`src/design/bbm_pkg.sv`:
```
package bbm_pkg;

  localparam int CoordBits    = 16;
  localparam int ErrBits      = CoordBits + 2;
  localparam int CountBits    = CoordBits + 1;
  localparam int QueueDepth   = 4;
  localparam int QueuePtrBits = $clog2(QueueDepth);
  localparam int QueueCntBits = $clog2(QueueDepth + 1);

  localparam logic ActLoad = 1'b0;
  localparam logic ActStep = 1'b1;

  typedef enum logic [1:0] {
    AxisX = 2'd0,
    AxisY = 2'd1,
    AxisZ = 2'd2
  } axis_e;

  typedef logic [CoordBits-1:0]        mag_t;
  typedef logic signed [ErrBits-1:0]   err_t;
  typedef logic signed [CountBits-1:0] count_t;

  // One flush of a step: major batch, then optional single minor moves.
  typedef struct packed {
    axis_e      major;
    logic [2:0] dir_neg;
    mag_t       count;
    logic       need_a;
    logic       need_b;
    logic       final_step;
  } move_rec_t;

  // Minor axes in ascending order.
  function automatic axis_e minor_a(axis_e maj);
    return (maj == AxisX) ? AxisY : AxisX;
  endfunction

  function automatic axis_e minor_b(axis_e maj);
    return (maj == AxisZ) ? AxisY : AxisZ;
  endfunction

endpackage

```
`src/design/bbm_queue.sv`:
```
module bbm_queue (
  input  logic                clk_i,
  input  logic                rst_ni,
  input  logic                push_i,
  input  bbm_pkg::move_rec_t  rec_i,
  output logic                full_o,
  input  logic                pop_i,
  output logic                valid_o,
  output bbm_pkg::move_rec_t  rec_o
);

  bbm_pkg::move_rec_t                 mem_q [bbm_pkg::QueueDepth];
  logic [bbm_pkg::QueuePtrBits-1:0]   wr_ptr_q, wr_ptr_d;
  logic [bbm_pkg::QueuePtrBits-1:0]   rd_ptr_q, rd_ptr_d;
  logic [bbm_pkg::QueueCntBits-1:0]   cnt_q, cnt_d;
  logic                               do_push, do_pop;

  localparam logic [bbm_pkg::QueuePtrBits-1:0] LastPtr =
    bbm_pkg::QueuePtrBits'(bbm_pkg::QueueDepth - 1);
  localparam logic [bbm_pkg::QueueCntBits-1:0] FullCnt =
    bbm_pkg::QueueCntBits'(bbm_pkg::QueueDepth);

  assign full_o  = (cnt_q == FullCnt);
  assign valid_o = (cnt_q != '0);
  assign rec_o   = mem_q[rd_ptr_q];
  assign do_push = push_i & ~full_o;
  assign do_pop  = pop_i & valid_o;

  always_comb begin
    wr_ptr_d = wr_ptr_q;
    rd_ptr_d = rd_ptr_q;
    cnt_d    = cnt_q;
    if (do_push) begin
      wr_ptr_d = (wr_ptr_q == LastPtr) ? '0 : wr_ptr_q + 1'b1;
    end
    if (do_pop) begin
      rd_ptr_d = (rd_ptr_q == LastPtr) ? '0 : rd_ptr_q + 1'b1;
    end
    if (do_push && !do_pop) begin
      cnt_d = cnt_q + 1'b1;
    end else if (!do_push && do_pop) begin
      cnt_d = cnt_q - 1'b1;
    end
  end

  always_ff @(posedge clk_i or negedge rst_ni) begin
    if (!rst_ni) begin
      wr_ptr_q <= '0;
      rd_ptr_q <= '0;
      cnt_q    <= '0;
    end else begin
      wr_ptr_q <= wr_ptr_d;
      rd_ptr_q <= rd_ptr_d;
      cnt_q    <= cnt_d;
    end
  end

  always_ff @(posedge clk_i) begin
    if (do_push) begin
      mem_q[wr_ptr_q] <= rec_i;
    end
  end

endmodule

```
`src/design/bbm_front.sv`:
```
module bbm_front (
  input  logic                                 clk_i,
  input  logic                                 rst_ni,
  input  logic                                 in_valid_i,
  output logic                                 in_ready_o,
  input  logic                                 action_i,
  input  logic signed [bbm_pkg::CoordBits-1:0] start_x_i,
  input  logic signed [bbm_pkg::CoordBits-1:0] start_y_i,
  input  logic signed [bbm_pkg::CoordBits-1:0] start_z_i,
  input  logic signed [bbm_pkg::CoordBits-1:0] end_x_i,
  input  logic signed [bbm_pkg::CoordBits-1:0] end_y_i,
  input  logic signed [bbm_pkg::CoordBits-1:0] end_z_i,
  input  logic                                 full_i,
  output logic                                 push_o,
  output bbm_pkg::move_rec_t                   rec_o
);

  logic                busy_q, busy_d;
  bbm_pkg::axis_e      major_q, major_d;
  logic [2:0]          dir_q, dir_d;
  bbm_pkg::mag_t       abs_q [3];
  bbm_pkg::mag_t       abs_d [3];
  bbm_pkg::err_t       err_q [2];
  bbm_pkg::err_t       err_d [2];
  bbm_pkg::mag_t       idx_q, idx_d;
  bbm_pkg::mag_t       pend_q, pend_d;

  logic signed [bbm_pkg::CoordBits-1:0] st [3];
  logic signed [bbm_pkg::CoordBits-1:0] en [3];
  logic signed [bbm_pkg::CoordBits:0]   diff [3];
  logic [2:0]                           ld_neg;
  bbm_pkg::mag_t                        ld_abs [3];
  bbm_pkg::axis_e                       ld_major;
  bbm_pkg::mag_t                        ld_dmaj;

  bbm_pkg::mag_t  dmaj, abs_a, abs_b, idx_n, pend_n;
  bbm_pkg::err_t  ea, eb;
  logic           need_a, need_b, final_step, flush;
  logic           accept, is_step;

  assign st[0] = start_x_i;
  assign st[1] = start_y_i;
  assign st[2] = start_z_i;
  assign en[0] = end_x_i;
  assign en[1] = end_y_i;
  assign en[2] = end_z_i;

  assign in_ready_o = ~full_i;
  assign accept     = in_valid_i & in_ready_o;
  assign is_step    = (action_i == bbm_pkg::ActStep);

  // Load: deltas, signs and major axis (ties go to the lower axis).
  always_comb begin
    for (int i = 0; i < 3; i++) begin
      diff[i]   = (bbm_pkg::CoordBits+1)'(en[i]) - (bbm_pkg::CoordBits+1)'(st[i]);
      ld_neg[i] = diff[i][bbm_pkg::CoordBits];
      ld_abs[i] = ld_neg[i] ? bbm_pkg::CoordBits'(-diff[i])
                            : bbm_pkg::CoordBits'(diff[i]);
    end
    if (ld_abs[0] >= ld_abs[1] && ld_abs[0] >= ld_abs[2]) begin
      ld_major = bbm_pkg::AxisX;
    end else if (ld_abs[1] >= ld_abs[2]) begin
      ld_major = bbm_pkg::AxisY;
    end else begin
      ld_major = bbm_pkg::AxisZ;
    end
    ld_dmaj = ld_abs[ld_major];
  end

  // Step: advance one major step and update both minor errors.
  always_comb begin
    dmaj       = abs_q[major_q];
    abs_a      = abs_q[bbm_pkg::minor_a(major_q)];
    abs_b      = abs_q[bbm_pkg::minor_b(major_q)];
    idx_n      = idx_q + 1'b1;
    pend_n     = pend_q + 1'b1;
    ea         = err_q[0] - bbm_pkg::err_t'({2'b00, abs_a});
    eb         = err_q[1] - bbm_pkg::err_t'({2'b00, abs_b});
    need_a     = ea[bbm_pkg::ErrBits-1];
    need_b     = eb[bbm_pkg::ErrBits-1];
    final_step = (idx_n >= dmaj);
    flush      = final_step | need_a | need_b;
  end

  always_comb begin
    busy_d  = busy_q;
    major_d = major_q;
    dir_d   = dir_q;
    abs_d   = abs_q;
    err_d   = err_q;
    idx_d   = idx_q;
    pend_d  = pend_q;
    if (accept && !is_step) begin
      busy_d   = (ld_dmaj != '0);
      major_d  = ld_major;
      dir_d    = ld_neg;
      abs_d    = ld_abs;
      err_d[0] = bbm_pkg::err_t'({2'b00, ld_dmaj >> 1});
      err_d[1] = bbm_pkg::err_t'({2'b00, ld_dmaj >> 1});
      idx_d    = '0;
      pend_d   = '0;
    end else if (accept && busy_q) begin
      idx_d    = idx_n;
      pend_d   = flush ? '0 : pend_n;
      err_d[0] = need_a ? ea + bbm_pkg::err_t'({2'b00, dmaj}) : ea;
      err_d[1] = need_b ? eb + bbm_pkg::err_t'({2'b00, dmaj}) : eb;
      busy_d   = ~final_step;
    end
  end

  assign push_o             = accept & is_step & busy_q & flush;
  assign rec_o.major        = major_q;
  assign rec_o.dir_neg      = dir_q;
  assign rec_o.count        = pend_n;
  assign rec_o.need_a       = need_a;
  assign rec_o.need_b       = need_b;
  assign rec_o.final_step   = final_step;

  always_ff @(posedge clk_i or negedge rst_ni) begin
    if (!rst_ni) begin
      busy_q  <= 1'b0;
      major_q <= bbm_pkg::AxisX;
      dir_q   <= '0;
      abs_q   <= '{default: '0};
      err_q   <= '{default: '0};
      idx_q   <= '0;
      pend_q  <= '0;
    end else begin
      busy_q  <= busy_d;
      major_q <= major_d;
      dir_q   <= dir_d;
      abs_q   <= abs_d;
      err_q   <= err_d;
      idx_q   <= idx_d;
      pend_q  <= pend_d;
    end
  end

endmodule

```
`src/design/bbm_back.sv`:
```
module bbm_back (
  input  logic                  clk_i,
  input  logic                  rst_ni,
  input  logic                  valid_i,
  input  bbm_pkg::move_rec_t    rec_i,
  output logic                  pop_o,
  output logic                  out_valid_o,
  input  logic                  out_ready_i,
  output logic [1:0]            axis_o,
  output bbm_pkg::count_t       steps_o,
  output logic                  last_o
);

  logic             done_maj_q, done_maj_d;
  logic             done_a_q, done_a_d;
  logic             out_valid_q, out_valid_d;
  bbm_pkg::axis_e   axis_q;
  bbm_pkg::count_t  count_q;
  logic             last_q;

  bbm_pkg::axis_e   sel_axis;
  bbm_pkg::mag_t    sel_mag;
  logic             more;
  bbm_pkg::count_t  mag_ext, sel_count;
  logic             advance;

  // Pick the next move of the head record.
  always_comb begin
    if (!done_maj_q) begin
      sel_axis = rec_i.major;
      sel_mag  = rec_i.count;
      more     = rec_i.need_a | rec_i.need_b;
    end else if (rec_i.need_a && !done_a_q) begin
      sel_axis = bbm_pkg::minor_a(rec_i.major);
      sel_mag  = bbm_pkg::mag_t'(1);
      more     = rec_i.need_b;
    end else begin
      sel_axis = bbm_pkg::minor_b(rec_i.major);
      sel_mag  = bbm_pkg::mag_t'(1);
      more     = 1'b0;
    end
    mag_ext   = bbm_pkg::count_t'({1'b0, sel_mag});
    sel_count = rec_i.dir_neg[sel_axis] ? -mag_ext : mag_ext;
  end

  assign advance = valid_i & (~out_valid_q | out_ready_i);
  assign pop_o   = advance & ~more;

  always_comb begin
    done_maj_d  = done_maj_q;
    done_a_d    = done_a_q;
    out_valid_d = out_valid_q;
    if (advance) begin
      out_valid_d = 1'b1;
      if (!more) begin
        done_maj_d = 1'b0;
        done_a_d   = 1'b0;
      end else begin
        done_maj_d = 1'b1;
        if (done_maj_q) begin
          done_a_d = 1'b1;
        end
      end
    end else if (out_ready_i) begin
      out_valid_d = 1'b0;
    end
  end

  always_ff @(posedge clk_i or negedge rst_ni) begin
    if (!rst_ni) begin
      done_maj_q  <= 1'b0;
      done_a_q    <= 1'b0;
      out_valid_q <= 1'b0;
    end else begin
      done_maj_q  <= done_maj_d;
      done_a_q    <= done_a_d;
      out_valid_q <= out_valid_d;
    end
  end

  always_ff @(posedge clk_i) begin
    if (advance) begin
      axis_q  <= sel_axis;
      count_q <= sel_count;
      last_q  <= rec_i.final_step & ~more;
    end
  end

  assign out_valid_o = out_valid_q;
  assign axis_o      = axis_q;
  assign steps_o     = count_q;
  assign last_o      = last_q;

endmodule

```
`src/design/bresenham_3d_batched_moves.sv`:
```
// 3D line stepper with batched major-axis moves.
// Input channel (in_valid_i/in_ready_o): a beat with action_i = 0 loads a
// segment from the start and end points; action_i = 1 advances one major step.
// Output channel (out_valid_o/out_ready_i): one move per beat, giving the
// axis, a signed step count and a flag on the segment's final move.
// A step that flushes gives a major batch, then single minor moves in axis
// order: one to three output beats. Loads and non-flushing steps give none.
// A step's moves are registered in the move queue, then in the output
// register, before they show on the outputs.
// Throughput: the front end takes one input beat per cycle while its
// four-entry move queue has room; the back end sends one move per cycle while
// the receiver is ready.
// When the receiver stalls, the output register holds its move, the queue
// fills and in_ready_o drops once it is full.
// Reset clears the segment state, the queue and the output valid; the block
// is ready as soon as reset is released.
module bresenham_3d_batched_moves (
  input  logic                                 clk_i,
  input  logic                                 rst_ni,
  input  logic                                 in_valid_i,
  output logic                                 in_ready_o,
  input  logic                                 action_i,
  input  logic signed [bbm_pkg::CoordBits-1:0] start_x_i,
  input  logic signed [bbm_pkg::CoordBits-1:0] start_y_i,
  input  logic signed [bbm_pkg::CoordBits-1:0] start_z_i,
  input  logic signed [bbm_pkg::CoordBits-1:0] end_x_i,
  input  logic signed [bbm_pkg::CoordBits-1:0] end_y_i,
  input  logic signed [bbm_pkg::CoordBits-1:0] end_z_i,
  output logic                                 out_valid_o,
  input  logic                                 out_ready_i,
  output logic [1:0]                           axis_o,
  output logic signed [bbm_pkg::CountBits-1:0] steps_o,
  output logic                                 last_o
);

  logic               push, full, pop, q_valid;
  bbm_pkg::move_rec_t push_rec, head_rec;

  bbm_front u_front (
    .clk_i      (clk_i),
    .rst_ni     (rst_ni),
    .in_valid_i (in_valid_i),
    .in_ready_o (in_ready_o),
    .action_i   (action_i),
    .start_x_i  (start_x_i),
    .start_y_i  (start_y_i),
    .start_z_i  (start_z_i),
    .end_x_i    (end_x_i),
    .end_y_i    (end_y_i),
    .end_z_i    (end_z_i),
    .full_i     (full),
    .push_o     (push),
    .rec_o      (push_rec)
  );

  bbm_queue u_queue (
    .clk_i   (clk_i),
    .rst_ni  (rst_ni),
    .push_i  (push),
    .rec_i   (push_rec),
    .full_o  (full),
    .pop_i   (pop),
    .valid_o (q_valid),
    .rec_o   (head_rec)
  );

  bbm_back u_back (
    .clk_i       (clk_i),
    .rst_ni      (rst_ni),
    .valid_i     (q_valid),
    .rec_i       (head_rec),
    .pop_o       (pop),
    .out_valid_o (out_valid_o),
    .out_ready_i (out_ready_i),
    .axis_o      (axis_o),
    .steps_o     (steps_o),
    .last_o      (last_o)
  );

endmodule

```
`config.mk`:
```
export PLATFORM = sky130hd
export DESIGN_NAME = bresenham_3d_batched_moves
export DESIGN_NICKNAME = d
export VERILOG_FILES = /design/src/design/bbm_pkg.sv /design/src/design/bbm_queue.sv /design/src/design/bbm_front.sv /design/src/design/bbm_back.sv /design/src/design/bresenham_3d_batched_moves.sv
export SDC_FILE = /design/constraint.sdc
export NUM_CORES = 1
export LEC_CHECK = 0
export BUFFER_PORTS_ARGS = -buffer_cell sky130_fd_sc_hd__buf_2
export CAP_MARGIN = 20
export CORE_MARGIN = 2
export CORE_UTILIZATION = 40
export CTS_CLUSTER_SIZE = 12
export DETAILED_ROUTE_END_ITERATION = 6
export GPL_TIMING_DRIVEN = 0
export PLACE_DENSITY_LB_ADDON = 0.05
export REMOVE_ABC_BUFFERS = 1
export SYNTH_ARGS = -nofsm -noshare
export SYNTH_HDL_FRONTEND = slang
export SYNTH_SLANG_ARGS = --single-unit
```
`constraint.sdc`:
```
create_clock -name clk_i -period 6.1 [get_ports clk_i]
set_input_delay 0.915 -clock clk_i [delete_from_list [all_inputs] [get_ports clk_i]]
set_output_delay 0.915 -clock clk_i [all_outputs]
set_load 0.03 [all_outputs]
```
==> impl_metrics.env, run 1 <==
export IMPL_port_buffers=122
export IMPL_hold_viol=0
export IMPL_synth_area_per_cell_sq_um=9.219
export IMPL_die_area_sq_um=52050
export IMPL_synth_area_leaders="edfxtp_1 (17%), dfrtp_1 (16%), ha_1 (11%)"
export IMPL_p_leak_nw=10.52
export IMPL_crit_arrival_ns=6.42
export IMPL_max_freq_mhz=167.0
export IMPL_dp_hpwl_microns=39540
export IMPL_max_cap_violations=0
export IMPL_root_buffer="clkbuf_16"
export IMPL_top_usage_layer="met2"
export IMPL_grt_max_degree=105
export IMPL_timing_critical_path_mode_cell="a21oi_1"
export IMPL_vias_per_cell=5.382
export IMPL_relSlewSlack_pct=34.20
export IMPL_drtAntennaViolNets=0
export IMPL_tightest_slew_ns=0.9747
export IMPL_period_needed_ns=5.989
export IMPL_die_y_microns=228.1
export IMPL_synth_warnings=0
export IMPL_drc=0
export IMPL_avgRoutedWirePerCell_microns=17.23
export IMPL_vias=16290
export IMPL_synth_edf_count=116
export IMPL_synth_seq_cells=248
export IMPL_synth_yosys_seq_area_share_pct=33.77
export IMPL_reg2reg_to="u_front.err_q[32]$_DFFE_PN0P_"
export IMPL_fin_skew_ns=0.007829
export IMPL_peakVddDrop_uv=300.1
export IMPL_rows=82
export IMPL_netlist_instances=2180
export IMPL_tns_ns=0
export IMPL_powerDensity_nw_per_um2=648.4
export IMPL_hp_class="in2async"
export IMPL_clk_pin_slew_worst_paths_ns=0.06
export IMPL_clock_latency_ns=0.55
export IMPL_drive_gt1_share_pct=17.54
export IMPL_start_kind="input port"
export IMPL_core_area_sq_um=49860
export IMPL_r2r_start="u_front.major_q[0]$_DFFE_PN0P_"
export IMPL_drtPass1Iterations=5
export IMPL_syn2layout_area_growth_pct=17.36
export IMPL_finalMaxSlewViolations=0
export IMPL_drt_iter0_markers=649
export IMPL_grt_use_met1_pct=24.23
export IMPL_antenna_found_initial=0
export IMPL_post_synth_num_cell_types=105
export IMPL_grt_pass1_wl_microns=83320
export IMPL_end_kind="flop"
export IMPL_instances_no_fill=3027
export IMPL_n_fill_cell=4842
export IMPL_cts_sinks=248
export IMPL_synth_top_area_share_pct=17.33
export IMPL_r2r_slack_ns=0.49
export IMPL_cpMaxStageDelayCell="a221o_1"
export IMPL_power_total_w=0.01529
export IMPL_routed_wirelength_microns=52160
export IMPL_htreeDepth=1
export IMPL_overflow=0
export IMPL_start_util_pct=40.30
export IMPL_synthArstFlopShare_pct=53.23
export IMPL_clockBufferDepth=3
export IMPL_gp_congestion=0.8374
export IMPL_cts_tree="yes"
export IMPL_cts_made_buffers=28
export IMPL_cp_slowest_stage_delay_ns=0.43
export IMPL_synth_area_leader_cell="edfxtp_1"
export IMPL_dieWidth_microns=228.1
export IMPL_synth_area_sq_um=20100
export IMPL_crit_fanout=5
export IMPL_grt_usage_pct=19.49
export IMPL_synth_flop_cell="dfrtp_1"
export IMPL_grt_pass1_vias=16060
export IMPL_fin_crit_sh_pct=98.18
export IMPL_status="completed"
export IMPL_ioPinCount=123
export IMPL_grtUsageMet3_pct=1.525
export IMPL_grtUsageMet2_pct=36.28
export IMPL_fin_nets=2621
export IMPL_path_class="in2reg"
export IMPL_cp_required_ns=6.53
export IMPL_ff2ff_path_depth=22
export IMPL_dp_cells=2919
export IMPL_setup_violations=0
[Yosys cell counts, types with 42 or more instances]
cell type	count
inv_1	168
xnor2_1	68
a21o_1	54
dfrtp_1	132
ha_1	179
nand2b_1	48
nand3_1	46
nor3_1	42
nand2_1	220
o21ai_0	159
edfxtp_1	116
a21oi_1	106
nor2_1	171
mux2i_1	74
xor2_1	64
clkbuf_1	55
[cells in the final DEF (no fill, tap or decap), drive strengths merged, types with 15 or more instances in the layout]
master and n:
nor3 43, a31oi 16, xor2 66, nor2 171, o21a 15, clkbuf 39, nand3 46, a21oi 109
a21boi 15, mux4 24, nand2b 48, mux2i 74, edfxtp 116, nor2b 34, o21ai 169, xnor2 71
ha 179, and3 30, dfrtp 132, o31ai 16, a21o 54, o211ai 28, nand2 221, buf 195
and2 16, a221o 18, inv 168
[kinds of logic after synthesis]
kind of cell,share of synthesized area (%)
XOR/XNOR,6.269
AO/OA/AOI/OAI,19.51
multiplexers,7.178
AND/OR/NAND/NOR,16.50
buffers and inverters,4.732
adder cells (fa/ha/maj),12.05
flip-flops,33.77
[stage by stage]
| stage | utilization [%] | cell area [sq um] | worst slack [ns] | hold slack (ns) |
|---|---|---|---|---|
| after CTS | 46.03 | 22950 | -0.1070 | 0.2950 |
| after global placement | 42.57 | 21230 | -3.738 | 0.4713 |
| after global routing | 47.30 | 23580 | -0.03490 | 0.3124 |
| after floorplan | - | 19780 | -0.9823 | 0.4559 |
| final | 47.30 | 23590 | 0.1109 | 0.2985 |
| after detailed placement | 43.44 | 21660 | -1.926 | 0.4741 |
[cell type report]
| type | count | area [sq um] | area share [%] |
|---|---|---|---|
| Sequential cell | 248 | 6793 | 28.80 |
| Multi-Input combinational cell | 1692 | 13010 | 55.15 |
| Antenna cell | 1 | 2.502 | 0.01061 |
| Clock buffer | 39 | 783.3 | 3.321 |
| Tap cell | 672 | 840.8 | 3.565 |
| Timing Repair Buffer | 195 | 1416 | 6.005 |
| Inverter | 168 | 630.6 | 2.674 |
| Clock inverter | 12 | 112.6 | 0.4775 |
[per-layer routing]
metal / wire length, microns / up-vias / share of wire (%)
li1: - / 8198 / -
met1: 22900 / 7794 / 44
met2: 26760 / 249 / 51
met3: 1437 / 51 / 2.8
met4: 1064 / 0 / 2.0
met5: 0 / - / 0
[how the worst max path moves through the flow]
stage	start	cells after the start	endpoint	slack, ns
after floorplan	end_z_i[0]	23	u_front.busy_q$_DFFE_PN0P_	-0.98
after global placement	u_front.major_q[1]$_DFFE_PN0P_	18	u_front.pend_q[10]$_DFFE_PN0P_	-3.74
after detailed placement	start_y_i[0]	23	u_front.busy_q$_DFFE_PN0P_	-1.93
after CTS	start_y_i[0]	25	u_front.busy_q$_DFFE_PN0P_	-0.11
after global routing	end_y_i[0]	26	u_front.busy_q$_DFFE_PN0P_	-0.03
final	start_y_i[0]	25	u_front.busy_q$_DFFE_PN0P_	0.11
[state kept, by name, summed over array words and instances (netlist names), 2 cells and up]
signal and cells:
u_queue.cnt_q 3, u_front.pend_q 16, u_back.steps_o 17, u_queue.wr_ptr_q 2, u_queue.rd_ptr_q 2, u_back.axis_o 2, u_front.abs_q 48, u_queue.mem_q 96
u_front.dir_q 3, u_front.err_q 36, u_front.major_q 2, u_front.idx_q 16
[power by group]
part | internal [W] | leakage [nW] | switching, W
sequential | 0.00236 | 2.80 | 0.000361
clock | 0.000976 | 0.438 | 0.000688
combinational | 0.00473 | 7.28 | 0.00618
total | 0.00807 | 10.5 | 0.00723
[repair_timing]
item | 4_1_cts | 5_1_grt
hold buffers | 0 | 0
gates resized for setup | 41 | 74
cloned | 2 | 2
endpoints found under the hold margin | 0 | 0
setup endpoints to repair | 156 | 131
pin swaps | 12 | 37
buffers inserted | 18 | 33
[worst max-delay path: cells and delay by family]
kind | cells | cell delay, ns
compound gates | 12 | 2.69
buf+inv | 4 | 0.56
fa+ha+maj | 4 | 1.19
xor+xnor | 1 | 0.38
mux | 1 | 0.26
simple gates | 3 | 0.40
Note: power is estimated with default switching activity, not from simulation.
==> run 2: changes to the inputs <==
--- a/config.mk
+++ b/config.mk
@@ -16,2 +16,3 @@
 export REMOVE_ABC_BUFFERS = 1
+export SETUP_SLACK_MARGIN = 0.4
 export SYNTH_ARGS = -nofsm -noshare
--- a/constraint.sdc
+++ b/constraint.sdc
@@ -3,2 +3,2 @@
 set_output_delay 0.915 -clock clk_i [all_outputs]
-set_load 0.03 [all_outputs]
+set_load 0.1 [all_outputs]
==> impl_metrics.env, run 2 (same netlist as run 1, synthesis figures left out) <==
export IMPL_max_cap_violations=0
export IMPL_path_class="in2reg"
export IMPL_fin_nets=2651
export IMPL_grt_pass1_wl_microns=84700
export IMPL_core_area_sq_um=49860
export IMPL_final_common_cell="nand2_1"
export IMPL_grt_max_degree=105
export IMPL_clockBufferDepth=3
export IMPL_avgRoutedWirePerCell_microns=17.18
export IMPL_drc=0
export IMPL_ff2ff_path_depth=24
export IMPL_syn2layout_area_growth_pct=20.37
export IMPL_rsz0062_at_grt="yes"
export IMPL_overflow=0
export IMPL_dieWidth_microns=228.1
export IMPL_period_needed_ns=5.671
export IMPL_cp_required_ns=6.53
export IMPL_ioPinCount=123
export IMPL_cts_sinks=248
export IMPL_routed_wirelength_microns=52500
export IMPL_cts_made_buffers=28
export IMPL_crit_arrival_ns=6.10
export IMPL_drtPass1Iterations=5
export IMPL_crit_fanout=8
export IMPL_start_util_pct=40.30
export IMPL_drt_iter0_markers=635
export IMPL_cts_tree="yes"
export IMPL_relSlewSlack_pct=30.25
export IMPL_start_kind="input port"
export IMPL_hold_viol=0
export IMPL_instances_no_fill=3056
export IMPL_largest_reg_flops=96
export IMPL_layout_common_cells="nand2_1 (216), ha_1 (168), inv_1 (165)"
export IMPL_root_buffer="clkbuf_16"
export IMPL_dp_hpwl_microns=39540
export IMPL_htreeDepth=1
export IMPL_drtAntennaViolNets=0
export IMPL_max_freq_mhz=176.3
export IMPL_vias=16530
export IMPL_grt_usage_pct=19.81
export IMPL_cpMaxStageDelayCell="or4_4"
export IMPL_clk_pin_slew_worst_paths_ns=0.06
export IMPL_setup_violations=0
export IMPL_fin_crit_sh_pct=92.96
export IMPL_cp_slowest_stage_delay_ns=0.56
export IMPL_vias_per_cell=5.408
export IMPL_rows=82
export IMPL_die_area_sq_um=52050
export IMPL_drive_gt1_share_pct=20.81
export IMPL_tightest_slew_ns=1.046
export IMPL_die_y_microns=228.1
export IMPL_dp_cells=2919
export IMPL_grt_pass1_vias=16390
export IMPL_ctsHoldBuffers=0
export IMPL_hp_class="in2async"
export IMPL_largestRegisters="u_queue.mem_q: 96 flops, u_front.abs_q: 48 flops, u_front.err_q: 36 flops"
export IMPL_top_register="u_queue.mem_q"
export IMPL_antenna_found_initial=1
export IMPL_port_buffers=122
export IMPL_gp_congestion=0.8374
export IMPL_diodes=0
export IMPL_end_kind="flop"
export IMPL_finalMaxSlewViolations=0
export IMPL_timing_critical_path_mode_cell="buf_6"
export IMPL_fin_skew_ns=0.007938
export IMPL_clock_latency_ns=0.55
export IMPL_status="completed"
-- run 2: worst paths after layout --
| kind | startpoint | end | slack (ns) |
|---|---|---|---|
| max | end_z_i[0] | u_front.err_q[28]$_DFFE_PN0P_ | 0.43 |
| min | rst_ni | u_front.pend_q[0]$_DFFE_PN0P_ | 0.30 |
| max reg2reg | u_front.major_q[1]$_DFFE_PN0P_ | u_front.err_q[35]$_DFFE_PN0P_ | 0.73 |
| min reg2reg | u_front.err_q[18]$_DFFE_PN0P_ | u_front.err_q[18]$_DFFE_PN0P_ | 0.49 |
| max in group asynchronous | rst_ni | u_front.major_q[0]$_DFFE_PN0P_ | 4.92 |
| min in group clk_i | u_front.err_q[18]$_DFFE_PN0P_ | u_front.err_q[18]$_DFFE_PN0P_ | 0.49 |
-- run 2: critical path: cells and delay by family --
| kind | cells | cell delay (ns) |
|---|---|---|
| simple gates | 7 | 1.08 |
| xor+xnor | 1 | 0.14 |
| buf+inv | 7 | 0.85 |
| mux | 1 | 0.23 |
| compound gates | 10 | 1.90 |
| fa+ha+maj | 4 | 0.97 |
-- run 2: metrics by stage --
| stage | setup WS [ns] | utilization, % | TNS, ns | instance area, sq um | hold WS, ns |
|---|---|---|---|---|---|
| 5_1_grt | 0.2366 | 48.51 | 0 | 24190 | 0.3124 |
| 6_report | 0.4292 | 48.51 | 0 | 24190 | 0.2962 |
| 3_3_place_gp | -3.738 | 42.57 | -552.89 | 21230 | 0.4713 |
| 4_1_cts | 0.3519 | 47.46 | 0 | 23670 | 0.2950 |
| 2_1_floorplan | -0.9823 | - | -98.92 | 19780 | 0.4559 |
| 3_5_place_dp | -1.926 | 43.44 | -152.92 | 21660 | 0.4741 |
-- run 2: per-layer routing --
layer	GRT usage [%]	vias up	part of all wire, %
li1	-	8247	-
met1	24.31	7947	43
met2	36.98	268	51
met3	1.563	65	2.9
met4	5.678	0	2.7
met5	0	-	0
-- run 2: repair_timing --
action | in CTS | in global routing
setup endpoints to repair | 160 | 139
buffers inserted | 57 | 24
pin swaps | 50 | 59
cloned | 4 | 0
resized for setup | 122 | 84
-- run 2: final cells by class --
class	instances	area, sq um
sequential	248	6793
clock buffer	39	783.3
clock inverter	12	112.6
fill	4807	25670
multi-input combinational	1691	13290
timing repair buffer	226	1734
inverter	168	633.1
tap	672	840.8
Power of run 2 is left out: the tool's default activity adds up to more than one toggle a clock period on the data nets, which glitch-free logic cannot reach.
